[config.mk]
export PLATFORM = sky130hd
export DESIGN_NAME = cps_div_cell
export DESIGN_NICKNAME = d
export VERILOG_FILES = /design/src/rtl/core/cps_pkg.sv /design/src/rtl/core/cps_div_cell.sv
export SDC_FILE = /design/constraint.sdc
export NUM_CORES = 1
export LEC_CHECK = 0
export BUFFER_PORTS_ARGS = -buffer_cell sky130_fd_sc_hd__buf_2
export CAP_MARGIN = 10
export CORE_ASPECT_RATIO = 0.7
export CORE_MARGIN = 2
export CORE_UTILIZATION = 35
export CTS_CLUSTER_SIZE = 40
export DETAILED_ROUTE_END_ITERATION = 16
export GPL_TIMING_DRIVEN = 0
export PLACE_DENSITY = 0.67
export RECOVER_POWER = 25
export SYNTH_ARGS = -nofsm -noshare
export SYNTH_HDL_FRONTEND = slang
export SYNTH_SLANG_ARGS = --single-unit
[constraint.sdc]
create_clock -name clock -period 3.3 [get_ports clock]
set_clock_uncertainty 0.1 [all_clocks]
set_input_delay 0.33 -clock clock [delete_from_list [all_inputs] [get_ports clock]]
set_output_delay 0.33 -clock clock [all_outputs]
set_load 0.03 [all_outputs]
[src/rtl/core/cps_pkg.sv]
// ----------------------------------------------------------------------------
// cps_pkg
// shared types and constants for the closest point on segment block
// ----------------------------------------------------------------------------
package cps_pkg;

   localparam int COORD_WIDTH_DEF = 16;
   localparam int EPS_WIDTH       = 16;
   localparam logic [EPS_WIDTH-1:0] EPS_RESET = 16'd1;

   typedef enum logic [2:0] {
      FOUND_NEAR_END    = 3'd0,
      FOUND_NEAR_START  = 3'd1,
      FOUND_DEGENERATE  = 3'd2,
      FOUND_PROJECTION  = 3'd3,
      FOUND_CLAMP_START = 3'd4,
      FOUND_CLAMP_END   = 3'd5
   } found_type;

   typedef struct packed {
      logic      valid;
      found_type code;
   } ctl_type;

endpackage

[src/rtl/core/cps_div_cell.sv]
// ----------------------------------------------------------------------------
// cps_div_cell
// one restoring division step for the x and y lanes, passing the item on
// ----------------------------------------------------------------------------
module cps_div_cell
   import cps_pkg::*;
#(
   parameter int COORD_WIDTH = COORD_WIDTH_DEF
) (
   input  logic                           clock,
   input  logic                           reset,
   input  logic                           en,
   input  ctl_type                        ctl_i,
   input  logic [2*COORD_WIDTH+2:0]       den_i,
   input  logic [2*COORD_WIDTH+2:0]       rem_x_i,
   input  logic [2*COORD_WIDTH+2:0]       rem_y_i,
   input  logic [COORD_WIDTH:0]           low_x_i,
   input  logic [COORD_WIDTH:0]           low_y_i,
   input  logic [COORD_WIDTH:0]           q_x_i,
   input  logic [COORD_WIDTH:0]           q_y_i,
   input  logic [COORD_WIDTH-1:0]         base_x_i,
   input  logic [COORD_WIDTH-1:0]         base_y_i,
   input  logic                           neg_x_i,
   input  logic                           neg_y_i,
   output ctl_type                        ctl_o,
   output logic [2*COORD_WIDTH+2:0]       den_o,
   output logic [2*COORD_WIDTH+2:0]       rem_x_o,
   output logic [2*COORD_WIDTH+2:0]       rem_y_o,
   output logic [COORD_WIDTH:0]           low_x_o,
   output logic [COORD_WIDTH:0]           low_y_o,
   output logic [COORD_WIDTH:0]           q_x_o,
   output logic [COORD_WIDTH:0]           q_y_o,
   output logic [COORD_WIDTH-1:0]         base_x_o,
   output logic [COORD_WIDTH-1:0]         base_y_o,
   output logic                           neg_x_o,
   output logic                           neg_y_o
);

   localparam int W  = COORD_WIDTH;
   localparam int DW = 2*W + 3;
   localparam int QW = W + 1;

   logic [DW:0]   sh_x, sh_y, tr_x, tr_y;
   logic [DW-1:0] rem_x_in, rem_y_in;
   logic          bit_x, bit_y;
   ctl_type       ctl_ff;

   assign sh_x  = {rem_x_i, low_x_i[QW-1]};
   assign sh_y  = {rem_y_i, low_y_i[QW-1]};
   assign tr_x  = sh_x - {1'b0, den_i};
   assign tr_y  = sh_y - {1'b0, den_i};
   assign bit_x = (sh_x >= {1'b0, den_i});
   assign bit_y = (sh_y >= {1'b0, den_i});
   assign rem_x_in = bit_x ? tr_x[DW-1:0] : sh_x[DW-1:0];
   assign rem_y_in = bit_y ? tr_y[DW-1:0] : sh_y[DW-1:0];

   always_ff @(posedge clock) begin
      if (reset) begin
         ctl_ff <= '0;
      end else if (en) begin
         ctl_ff <= ctl_i;
      end
   end

   always_ff @(posedge clock) begin
      if (en) begin
         den_o    <= den_i;
         rem_x_o  <= rem_x_in;
         rem_y_o  <= rem_y_in;
         low_x_o  <= {low_x_i[QW-2:0], 1'b0};
         low_y_o  <= {low_y_i[QW-2:0], 1'b0};
         q_x_o    <= {q_x_i[QW-2:0], bit_x};
         q_y_o    <= {q_y_i[QW-2:0], bit_y};
         base_x_o <= base_x_i;
         base_y_o <= base_y_i;
         neg_x_o  <= neg_x_i;
         neg_y_o  <= neg_y_i;
      end
   end

   assign ctl_o = ctl_ff;

endmodule

==> impl_metrics.yaml, run 1 <==
pwr:
  power.density_cell_area_nw_per_um2: 514.5
  clock_power_share_pct: 32.2
  sw_pwr_uw: 2701
  seqPwrFrac_pct: 40.0
  cellInternalPower_uw: 5646
  peak_supply_drop_v: 0.0003007
  comb_power_share_pct: 27.8
  total_leakage_power_uw: 0.006980
  switching_share_pct: 32.36
drt:
  drt_pass1_iterations: 5
  detailedRoute.firstIterationViolations: 782
  route.antenna.remaining_nets: 0
  drc: 0
  avgRoutedWirePerCell_um: 19.73
  detailroute.via_count: 10290
  route.detailed.vias_per_inst: 5.071
  overall_routed_net_length_um: 40020
clocking:
  clock_buffers_created_by_tritoncts: 23
  tritoncts: "built"
  clk_root_buffer_cell: "sky130_fd_sc_hd__clkbuf_16"
  post_cts_repair_timing_setup_buffer_count: 0
  clock_sink_count: 209
  ctsLongestPathBuffers: 3
  ctsHtreeMaxLevel: 1
  worst_skew_late_latency_ps: 530
  worst_setup_hold_path_clk_slew_ps: 60
floorplanning:
  die_height_um: 153
  floorplan.die.width_um: 216.9
  core_region_area_um2: 31210
  pin_count: 425
  die-area_um2: 33180
  rows: 54
  initial_core_utilization_pct: 35.56
timing:
  setup_viol: 0
  final_critical_path_setup_slack_ps: 96.55
  fmax_mhz: 312.2
  post-route-period-util_pct: 97.07
  timing.hold.ws_ps: 25.29
  report.final.slew_viol_count: 0
  tns_ps: 0
  timing_hold_violations_final: 0
  max_slew_margin_pct: 43.46
  least_margin_pin_slew_ps: 848.1
  final_worst_path_period_need_ps: 3203
  grt_setup_unrepaired: "no"
logic_synthesis:
  synth_flop_type: "sky130_fd_sc_hd__edfxtp_1"
  synth_enable_flop_cells: 205
  netlist_instances: 977
  synth_top_area_share_pct: 55.46
  proportion_of_register_bits_with_asynchronous_set_or_reset_after_synthesis_pct: 0
  synth-seq-area-share_pct: 56.18
  syn_area_per_cell_um2: 11.36
  synth_top_cells_by_area: "sky130_fd_sc_hd__edfxtp_1, sky130_fd_sc_hd__ha_1, sky130_fd_sc_hd__a21oi_1"
  syn_area_um2: 11100
  synth.yosys.warnings: 0
  synth_seq_cells: 209
  netlist.top_cell.by_area: "sky130_fd_sc_hd__edfxtp_1"
  cell_variety_after_synth: 63
worst_setup_path:
  worst-r2r-setup-slack_ps: 2030
  worst-endpoint-required_ps: 3450
  critical_path_peak_fanout: 10
  critical-path-slowest-cell: "sky130_fd_sc_hd__a311oi_2"
  critPathTopFamily: "compound AO/OA/AOI/OAI gates"
  rr_endpoint: "ctl_o[0]$_SDFFE_PP0P_"
  worstPathArrival_ps: 3350
  crit-reg2reg-launch: "ctl_o[0]$_SDFFE_PP0P_"
  critPathLaunchType: "primary input"
  cp_cell_sequence: "buf_2, inv_1, ha_1, a21o_1, a221oi_2, a21boi_2, o21ai_1, a311oi_2, o21a_1, inv_2, clkbuf_2, nor2_1, a21oi_1"
  worst_r2r_path_depth: 3
  endpoint_kind: "flip-flop"
  cp_slowest_stage_delay_ps: 480
  worst-setup-path-type: "in -> reg"
  timing.critical_path.depth: 13
  critPathBufInv: 4
hold_path:
  holdPathEnd: "rem_y_o[9]$_DFFE_PP_"
  hold_depth: 3
  worstHoldPathType: "in -> reg"
  min-delay-start: "rem_y_i[8]"
finish:
  net_count_final: 1874
  fin_util_pct: 51.98
  multi_input_combinational_cell_area_um2: 4522
  post_route_cells_drive_above_1_share_pct: 28.60
  filler_cell_count: 2735
  layout.area.seq_um2: 6236
  final_cell_area_um2: 16220
  synthToLayoutAreaGrowth_pct: 46.16
global_route:
  overflow: 0
  via_count_of_the_first_global_routing_pass: 10170
  grt_usage_pct: 23.23
  grt_antenna_before_repair: 3
  grt_max_degree: 105
  global_route_wire_length_before_repair_um: 59140
place:
  numPortBuffers: 420
  place_worst_setup_slack_ps: -717.5
  postPlaceCellArea_um2: 13770
  hpwlAfterDp_um: 28720
  finalWeightedCongestion: 0.9057
outcome:
  outcome: "finished, final reports clean"
flow_run:
  maxCapViolCount: 0
==> state kept, by name (all words and copies together), names as in the netlist <==
signal and cells:
base_x_o 16, base_y_o 16, ctl_o 4, den_o 35
low_x_o 16, low_y_o 16, neg_x_o 1, neg_y_o 1
q_x_o 17, q_y_o 17, rem_x_o 35, rem_y_o 35
==> power by group through the flow <==
stage               logic (µW)  registers [µW]  clock network, µW
floorplan                  804            3970                  0
global placement          2100            3390                  0
detailed placement        2120            3380                  0
CTS                       2290            3330               2760
global route              2490            3360               2880
finish                    2320            3340               2690
==> placed cells by master, fill, tap and decap left out, types with 4 or more instances in the layout <==
cell type and instances:
sky130_fd_sc_hd__clkbuf_2 4, sky130_fd_sc_hd__nand2b_1 8, sky130_fd_sc_hd__xnor2_1 29, sky130_fd_sc_hd__clkbuf_8 5, sky130_fd_sc_hd__nor3_1 16, sky130_fd_sc_hd__a21oi_1 87
sky130_fd_sc_hd__or3_1 4, sky130_fd_sc_hd__inv_1 56, sky130_fd_sc_hd__o2111ai_1 4, sky130_fd_sc_hd__a21o_1 32, sky130_fd_sc_hd__xor2_1 29, sky130_fd_sc_hd__dlygate4sd3_1 164
sky130_fd_sc_hd__ha_1 69, sky130_fd_sc_hd__dfxtp_1 4, sky130_fd_sc_hd__nor2b_1 6, sky130_fd_sc_hd__nand2_1 92, sky130_fd_sc_hd__buf_4 4, sky130_fd_sc_hd__edfxtp_1 205
sky130_fd_sc_hd__nor2_1 57, sky130_fd_sc_hd__and3_1 9, sky130_fd_sc_hd__o31ai_1 7, sky130_fd_sc_hd__o21bai_1 13, sky130_fd_sc_hd__o21a_1 11, sky130_fd_sc_hd__o31a_1 6
sky130_fd_sc_hd__buf_2 388, sky130_fd_sc_hd__nand4_1 13, sky130_fd_sc_hd__nor4_1 5, sky130_fd_sc_hd__clkbuf_1 64, sky130_fd_sc_hd__nand3_1 11, sky130_fd_sc_hd__o211ai_1 6
sky130_fd_sc_hd__a211oi_1 13, sky130_fd_sc_hd__mux2i_1 4, sky130_fd_sc_hd__o21ai_0 79, sky130_fd_sc_hd__and2_1 5, sky130_fd_sc_hd__and4_1 5, sky130_fd_sc_hd__clkbuf_16 23
==> cells in the mapped netlist, types with 2 or more instances <==
cell type / count
sky130_fd_sc_hd__fa_1: 2
sky130_fd_sc_hd__edfxtp_1: 205
sky130_fd_sc_hd__a211o_1: 2
sky130_fd_sc_hd__nor2_1: 57
sky130_fd_sc_hd__nor3_1: 16
sky130_fd_sc_hd__a211oi_1: 14
sky130_fd_sc_hd__inv_1: 56
sky130_fd_sc_hd__nor4_1: 5
sky130_fd_sc_hd__nand2_1: 92
sky130_fd_sc_hd__o21a_1: 11
sky130_fd_sc_hd__a21oi_1: 87
sky130_fd_sc_hd__o221ai_1: 2
sky130_fd_sc_hd__buf_2: 8
sky130_fd_sc_hd__dfxtp_1: 4
sky130_fd_sc_hd__or3_1: 4
sky130_fd_sc_hd__xor2_1: 29
sky130_fd_sc_hd__nor3b_1: 2
sky130_fd_sc_hd__and4_1: 5
sky130_fd_sc_hd__o41ai_1: 3
sky130_fd_sc_hd__o21bai_1: 13
sky130_fd_sc_hd__nand2b_1: 8
sky130_fd_sc_hd__a21o_1: 32
sky130_fd_sc_hd__xnor2_1: 29
sky130_fd_sc_hd__a31oi_1: 3
sky130_fd_sc_hd__buf_4: 5
sky130_fd_sc_hd__ha_1: 70
sky130_fd_sc_hd__or2_2: 3
sky130_fd_sc_hd__nand4_1: 13
sky130_fd_sc_hd__and2_1: 5
sky130_fd_sc_hd__o2111ai_1: 4
sky130_fd_sc_hd__a311o_1: 2
sky130_fd_sc_hd__a21boi_0: 3
sky130_fd_sc_hd__o31a_1: 6
sky130_fd_sc_hd__a311oi_1: 2
sky130_fd_sc_hd__nor2b_1: 6
sky130_fd_sc_hd__o22ai_1: 2
sky130_fd_sc_hd__a31o_2: 2
sky130_fd_sc_hd__o21ai_0: 79
sky130_fd_sc_hd__clkbuf_1: 27
sky130_fd_sc_hd__o211ai_1: 6
sky130_fd_sc_hd__a21bo_2: 2
sky130_fd_sc_hd__o31ai_1: 9
sky130_fd_sc_hd__and3_1: 9
sky130_fd_sc_hd__nand3_1: 11
sky130_fd_sc_hd__mux2i_1: 4
==> per-layer routing <==
metal	up-vias	wire length [µm]	global-route usage, %
li1	4873	-	-
met5	-	0	0
met1	4911	16150	28.73
met4	0	1077	6.621
met2	439	19890	41.01
met3	62	2901	4.776
==> tightest hold or removal path, stage by stage <==
cell and delay, ps:
sky130_fd_sc_hd__buf_2 90, sky130_fd_sc_hd__nand2_1 40, sky130_fd_sc_hd__o21ai_0 80
==> repair_timing <==
action | 4_1_cts | 5_1_grt
endpoints found under the setup margin | 22 | 48
hold buffers | 164 | 0
pin swaps | 0 | 2
resized for setup | 1 | 15
endpoints found under the hold margin | 163 | 0
==> metrics by stage <==
| step | instances | power, µW |
|---|---|---|
| 4_1_cts | 2025 | 8389 |
| 3_3_place_gp | 1818 | 5496 |
| 2_1_floorplan | 978 | 4769 |
| 3_5_place_dp | 1819 | 5504 |
| 6_report | 2028 | 8347 |
| 5_1_grt | 2028 | 8730 |
==> how the worst max path moves through the flow <==
stage                start               endpoint
5_1_grt          den_i[32]  rem_x_o[17]$_DFFE_PP_
4_1_cts        rem_y_i[22]  rem_y_o[33]$_DFFE_PP_
3_5_place_dp      den_i[7]  rem_x_o[21]$_DFFE_PP_
2_1_floorplan    den_i[21]   rem_y_o[5]$_DFFE_PP_
3_3_place_gp            en  ctl_o[3]$_SDFFE_PP0P_
6_report          den_i[7]  rem_x_o[21]$_DFFE_PP_
==> layout make-up <==
class	instances	share of cell area, %
repair buffers	585	23.02
well taps	420	3.239
clock inverters	11	0.8637
clock buffers	31	4.041
plain buffers	40	1.164
diodes	3	0.04627
multi-input cells	672	27.87
flip-flops and latches	209	38.44
inverters	57	1.319
==> cells by family after synthesis <==
group | share of synthesized area (%)
compound gates | 16.96
simple gates | 9.998
flops | 56.18
buf+inv | 3.539
fa+ha+maj | 8.251
xor+xnor | 4.576
mux | 0.4621
other cells | 0.03378
Note: power is estimated with default switching activity, not from simulation.
==> run 2: changes to the inputs <==
--- a/config.mk
+++ b/config.mk
@@ -7,14 +7,17 @@
 export LEC_CHECK = 0
 export BUFFER_PORTS_ARGS = -buffer_cell sky130_fd_sc_hd__buf_2
 export CAP_MARGIN = 10
+export CELL_PAD_IN_SITES_DETAIL_PLACEMENT = 0
+export CELL_PAD_IN_SITES_GLOBAL_PLACEMENT = 1
 export CORE_ASPECT_RATIO = 0.7
 export CORE_MARGIN = 2
-export CORE_UTILIZATION = 35
+export CORE_UTILIZATION = 38
 export CTS_CLUSTER_SIZE = 40
 export DETAILED_ROUTE_END_ITERATION = 16
 export GPL_TIMING_DRIVEN = 0
-export PLACE_DENSITY = 0.67
+export PLACE_DENSITY = 0.88
 export RECOVER_POWER = 25
+export SLEW_MARGIN = 20
 export SYNTH_ARGS = -nofsm -noshare
 export SYNTH_HDL_FRONTEND = slang
 export SYNTH_SLANG_ARGS = --single-unit
==> run 2 against run 1 <==
Compared with the run above: sequential share of layout area grew 0.72 points; core utilization grew 3.3 points; clock power shrank 11%; final cell count shrank 2.5%; total power shrank 3.9%; via count shrank 1.1%.
==> impl_metrics.yaml, run 2 (synthesized netlist as in run 1, its figures left out) <==
finish:
  largestRegisters: "den_o: 35 flops, rem_x_o: 35 flops, rem_y_o: 35 flops"
  layout_commonest_cell: "sky130_fd_sc_hd__buf_2"
  layout_common_cells: "sky130_fd_sc_hd__buf_2, sky130_fd_sc_hd__edfxtp_1, sky130_fd_sc_hd__dlygate4sd3_1"
  synthToLayoutAreaGrowth_pct: 43.49
  filler_cell_count: 2475
  post_route_cells_drive_above_1_share_pct: 28.45
  net_count_final: 1862
place:
  hpwlAfterDp_um: 28180
  place_worst_setup_slack_ps: -651.4
  finalWeightedCongestion: 0.8810
  numPortBuffers: 420
timing:
  fmax_mhz: 312.1
  least_margin_pin_slew_ps: 1392
  post-route-period-util_pct: 97.08
  tns_ps: 0
  final_worst_path_period_need_ps: 3204
  setup_viol: 0
  grt_setup_unrepaired: "no"
  timing_hold_violations_final: 0
  report.final.slew_viol_count: 0
  max_slew_margin_pct: 7.195
  final_critical_path_setup_slack_ps: 96.23
  timing.hold.ws_ps: 18.18
outcome:
  outcome: "finished, final reports clean"
worst_setup_path:
  critical_path_peak_fanout: 10
  endpoint_kind: "flip-flop"
  crit-reg2reg-launch: "ctl_o[1]$_SDFFE_PP0P_"
  rr_endpoint: "ctl_o[1]$_SDFFE_PP0P_"
  worstPathArrival_ps: 3370
  worst-r2r-setup-slack_ps: 2010
  cp_slowest_stage_delay_ps: 540
  worst-setup-path-type: "in -> reg"
  first_element_of_the_critical_path: "rem_y_i[22]"
  critPathLaunchType: "primary input"
  worst-endpoint-required_ps: 3460
  critical-path-slowest-cell: "sky130_fd_sc_hd__dlygate4sd3_1"
  cp_cell_sequence: "dlygate4sd3_1, buf_2, ha_1, and2_4, nand3_1, or3_1, o41ai_1, o221a_2, a2111oi_4, buf_4, mux2_1"
  worst_r2r_path_depth: 3
hold_path:
  worstHoldPathType: "in -> reg"
  min-delay-start: "rem_y_i[6]"
  hold_depth: 3
  holdPathEnd: "rem_y_o[7]$_DFFE_PP_"
floorplanning:
  initial_core_utilization_pct: 38.51
  core_region_area_um2: 28820
  die_height_um: 147
  rows: 52
  floorplan.die.width_um: 208.3
  pin_count: 425
  die-area_um2: 30620
clocking:
  worst_setup_hold_path_clk_slew_ps: 60
  tritoncts: "built"
  worst_skew_late_latency_ps: 520
  ctsLongestPathBuffers: 3
  post_cts_repair_timing_setup_buffer_count: 0
  clock_sink_count: 209
  clk_root_buffer_cell: "sky130_fd_sc_hd__clkbuf_16"
  clock_buffers_created_by_tritoncts: 22
  ctsHtreeMaxLevel: 1
pwr:
  power.density_cell_area_nw_per_um2: 503.7
  total_leakage_power_uw: 0.006873
  peak_supply_drop_v: 0.0003003
  fin_total_pwr_uw: 8022
drt:
  detailedRoute.firstIterationViolations: 760
  drc: 0
  avgRoutedWirePerCell_um: 19.53
  drt_pass1_iterations: 6
  overall_routed_net_length_um: 38620
  detailroute.via_count: 10170
  route.detailed.vias_per_inst: 5.142
  route.antenna.remaining_nets: 0
global_route:
  via_count_of_the_first_global_routing_pass: 9810
  grt_usage_pct: 24.13
  grt_max_degree: 101
  overflow: 0
  global_route_wire_length_before_repair_um: 56900
  grt_antenna_before_repair: 8
flow_run:
  maxCapViolCount: 0
==> run 2: changes by cell type in the layout (fill, tap and decap cells not counted), sizes merged <==
cell         before  now
dlygate4sd3     164  152
clkinv            5   13
clkbuf           97   90
diode             3    8
buf             395  394
bufinv            2    1
clkinvlp          2    3
inv              59   58
==> run 2: critical path: cells and delay by family <==
| family | cells | cell delay, ps |
|---|---|---|
| buf+inv | 3 | 890 |
| compound gates | 3 | 710 |
| simple gates | 3 | 740 |
| mux | 1 | 320 |
| fa+ha+maj | 1 | 370 |
==> run 2: worst max path at each step <==
stage	end	slack (ps)	depth (start not counted)
after floorplan	rem_y_o[5]$_DFFE_PP_	260	10
final	rem_y_o[5]$_DFFE_PP_	100	11
after detailed placement	rem_x_o[18]$_DFFE_PP_	-650	13
after global routing	rem_y_o[5]$_DFFE_PP_	8	10
after CTS	rem_y_o[5]$_DFFE_PP_	20	10
after global placement	ctl_o[2]$_SDFFE_PP0P_	-1150	4
==> run 2: cell type report <==
| class | count | area (µm²) | area share [%] |
|---|---|---|---|
| repair buffers | 574 | 3611 | 22.67 |
| inverters | 57 | 214.0 | 1.343 |
| multi-input cells | 672 | 4503 | 28.27 |
| clock inverters | 18 | 135.1 | 0.8484 |
| flip-flops and latches | 209 | 6236 | 39.15 |
| plain buffers | 40 | 185.2 | 1.163 |
| diodes | 8 | 20.02 | 0.1257 |
| clock buffers | 22 | 550.5 | 3.456 |
| well taps | 378 | 473.0 | 2.969 |
==> run 2: per-stage QoR <==
step                area, µm²  utilization (%)  std cells
floorplan               11100                -        978
global placement        13680            47.46       1776
detailed placement      13740            47.69       1778
CTS                     15960            55.37       1970
global route            15920            55.23       1974
finish                  15930            55.26       1978
==> run 2: power breakdown <==
part | switching [µW] | total [µW] | leakage [µW] | internal (µW)
registers | 76.5 | 3340 | 0.00204 | 3260
logic | 1490 | 2290 | 0.00450 | 798
clock network | 1080 | 2390 | 0.000333 | 1310
total | 2650 | 8020 | 0.00687 | 5370
==> run 2: layer usage <==
metal	global-route usage, %	part of all wire, %
met5	0	0
met3	4.510	6.4
met2	40.95	48
met1	31.85	43
met4	6.439	2.3
==> run 2: repair_timing <==
action	CTS	global route
pin swaps	0	2
gates resized for setup	2	10
endpoints found under the hold margin	151	0
setup endpoints to repair	12	43
hold buffers	152	0
==> run 3: changes to the inputs <==
--- a/config.mk
+++ b/config.mk
@@ -14,7 +14,7 @@
 export CORE_UTILIZATION = 38
 export CTS_CLUSTER_SIZE = 40
 export DETAILED_ROUTE_END_ITERATION = 16
-export GPL_TIMING_DRIVEN = 0
+export MAX_ROUTING_LAYER = met4
 export PLACE_DENSITY = 0.88
 export RECOVER_POWER = 25
 export SLEW_MARGIN = 20
==> run 3 against run 2 <==
Compared with the run above: the run now ends with max-capacitance violations, max-slew violations left; flip-flop and latch count is the same; combinational power grew 6%; register-to-register slack is essentially flat; wire length grew 0.51%; critical endpoint is now rem_y_o[15]$_DFFE_PP_; clock power grew 8%; largest cell class unchanged; total power grew 4.1%; fmax shrank 1.4%; non-clock buffer count grew 40; final area grew 4.2%; first-iteration DRC count grew 11%; core utilization grew 2.3 points; worst setup slack lost 46 ps.
==> impl_metrics.yaml, run 3 (synthesized netlist as in run 1, its figures left out) <==
pwr:
  power.density_cell_area_nw_per_um2: 503.2
  total_leakage_power_uw: 0.007246
  peak_supply_drop_v: 0.0003237
global_route:
  globalRouteMet2Util_pct: 40.47
  grt_use_met3_pct: 4.660
  grt_antenna_before_repair: 3
  met1_usage_pct: 32.28
  grt_most_used_layer: "met2"
  grt_max_degree: 69
  overflow: 0
  global_route_wire_length_before_repair_um: 57410
  via_count_of_the_first_global_routing_pass: 9942
  grt_usage_pct: 24.99
clocking:
  ctsLongestPathBuffers: 3
  ctsHtreeMaxLevel: 1
  worst_skew_late_latency_ps: 540
  clk_root_buffer_cell: "sky130_fd_sc_hd__clkbuf_16"
  tritoncts: "built"
  worst_setup_hold_path_clk_slew_ps: 60
  clock_buffers_created_by_tritoncts: 23
  clock_sink_count: 209
outcome:
  violations: "max-capacitance violations, max-slew violations"
  outcome: "finished, violations left"
floorplanning:
  rows: 52
  core_region_area_um2: 28820
  floorplan.die.width_um: 208.3
  die-area_um2: 30620
  initial_core_utilization_pct: 38.51
  pin_count: 425
  die_height_um: 147
timing:
  post-route-period-util_pct: 98.48
  fmax_mhz: 307.7
  setup_viol: 0
  final_worst_path_period_need_ps: 3250
  timing.hold.ws_ps: 10.82
  least_margin_pin_slew_ps: 1970
  report.final.slew_viol_count: 66
  max_slew_margin_pct: -31.34
  timing_hold_violations_final: 0
worst_setup_path:
  critical_path_peak_fanout: 10
  critPathLaunchType: "primary input"
  worstPathArrival_ps: 3420
  worst_r2r_path_depth: 3
  crit-reg2reg-launch: "ctl_o[0]$_SDFFE_PP0P_"
  worst-endpoint-required_ps: 3470
  endpoint_kind: "flip-flop"
  rr_endpoint: "ctl_o[0]$_SDFFE_PP0P_"
  worst-r2r-setup-slack_ps: 2010
  first_element_of_the_critical_path: "den_i[15]"
  cp-endpoint: "rem_y_o[15]$_DFFE_PP_"
  worst-setup-path-type: "in -> reg"
place:
  postPlaceCellArea_um2: 14120
  finalWeightedCongestion: 0.8845
  numPlacedInstances: 1807
  numPortBuffers: 420
  hpwlAfterDp_um: 28010
hold_path:
  hold_depth: 3
  worstHoldPathType: "in -> reg"
drt:
  route.antenna.remaining_nets: 0
  route.detailed.vias_per_inst: 5.116
  avgRoutedWirePerCell_um: 19.27
  drt_pass1_iterations: 5
  overall_routed_net_length_um: 38820
  detailedRoute.firstIterationViolations: 846
  detailroute.via_count: 10300
  drc: 0
finish:
  synthToLayoutAreaGrowth_pct: 49.55
  layout_commonest_cell: "sky130_fd_sc_hd__buf_2"
  final_cell_area_um2: 16600
  post_route_cells_drive_above_1_share_pct: 33.07
  layout_common_cells: "sky130_fd_sc_hd__buf_2, sky130_fd_sc_hd__edfxtp_1, sky130_fd_sc_hd__dlygate4sd3_1"
  largestRegisters: "den_o: 35 flops, rem_x_o: 35 flops, rem_y_o: 35 flops"
  post_layout_cell_count: 2014
  net_count_final: 1903
flow_run:
  maxCapViolCount: 1
[run 3: cell count changes in the layout (fill, tap and decap cells not counted), sizes merged]
cell         before  now
dlygate4sd3     152  159
clkinv           13    9
bufinv            1    2
diode             8    3
buf             394  467
inv              58   60
clkbuf           90   52
[run 3: worst min path at each step]
stage	start	end	slack, ps
6_report	rem_y_i[25]	rem_y_o[26]$_DFFE_PP_	10
5_1_grt	rem_y_i[6]	rem_y_o[7]$_DFFE_PP_	20
4_1_cts	rem_x_i[23]	rem_x_o[24]$_DFFE_PP_	1
3_5_place_dp	ctl_o[2]$_SDFFE_PP0P_	ctl_o[2]$_SDFFE_PP0P_	380
3_3_place_gp	ctl_o[3]$_SDFFE_PP0P_	ctl_o[3]$_SDFFE_PP0P_	370
2_1_floorplan	reset	ctl_o[0]$_SDFFE_PP0P_	300
[run 3: routing by layer]
metal	part of all wire, %	vias up
li1	-	4936
met1	43	4892
met2	48	399
met3	6.4	76
met4	2.9	0
met5	0	-
[run 3: where the power goes]
part	leakage (µW)	internal (µW)	total, µW	switching, µW
Sequential	0.00204	3260	3340	79.2
Combinational	0.00485	919	2430	1520
Clock	0.000354	1450	2580	1130
Total	0.00725	5630	8350	2720
[run 3: repair_timing]
| action | in CTS | in global routing |
|---|---|---|
| resized for setup | 0 | 25 |
| buffers inserted | 0 | 3 |
| setup endpoints to repair | 0 | 40 |
| hold buffers | 159 | 0 |
| hold endpoints to repair | 158 | 0 |
[run 3: area by class of cell]
cell class	count	area [µm²]
fillers	2382	12220
flip-flops and latches	209	6236
multi-input cells	672	4608
repair buffers	654	4322
clock buffers	24	579.3
well taps	378	473.0
inverters	57	214.0
clock inverters	17	161.4
diodes	3	7.507
[run 3: critical path, cell delays in order]
cell	delay, ps
sky130_fd_sc_hd__dlygate4sd3_1	540
sky130_fd_sc_hd__buf_2	140
sky130_fd_sc_hd__inv_1	90
sky130_fd_sc_hd__ha_1	360
sky130_fd_sc_hd__nand4_1	130
sky130_fd_sc_hd__or4_1	590
sky130_fd_sc_hd__o41ai_1	270
sky130_fd_sc_hd__o221a_2	280
sky130_fd_sc_hd__a2111oi_4	70
sky130_fd_sc_hd__buf_12	170
sky130_fd_sc_hd__buf_4	160
sky130_fd_sc_hd__buf_4	130
sky130_fd_sc_hd__nand2_1	50
sky130_fd_sc_hd__o21ai_0	110
[run 3: metrics by stage]
stage | setup slack [ps] | total power [µW] | TNS (ps) | utilization, %
2_1_floorplan | 257.3 | 4769 | 0 | -
3_5_place_dp | -82.38 | 5599 | -805.7 | 48.98
5_1_grt | -66.93 | 8695 | -95.21 | 57.60
6_report | 50.27 | 8353 | 0 | 57.60
3_3_place_gp | -36.61 | 5570 | -61.96 | 48.98
4_1_cts | 12.20 | 8332 | 0 | 57.07
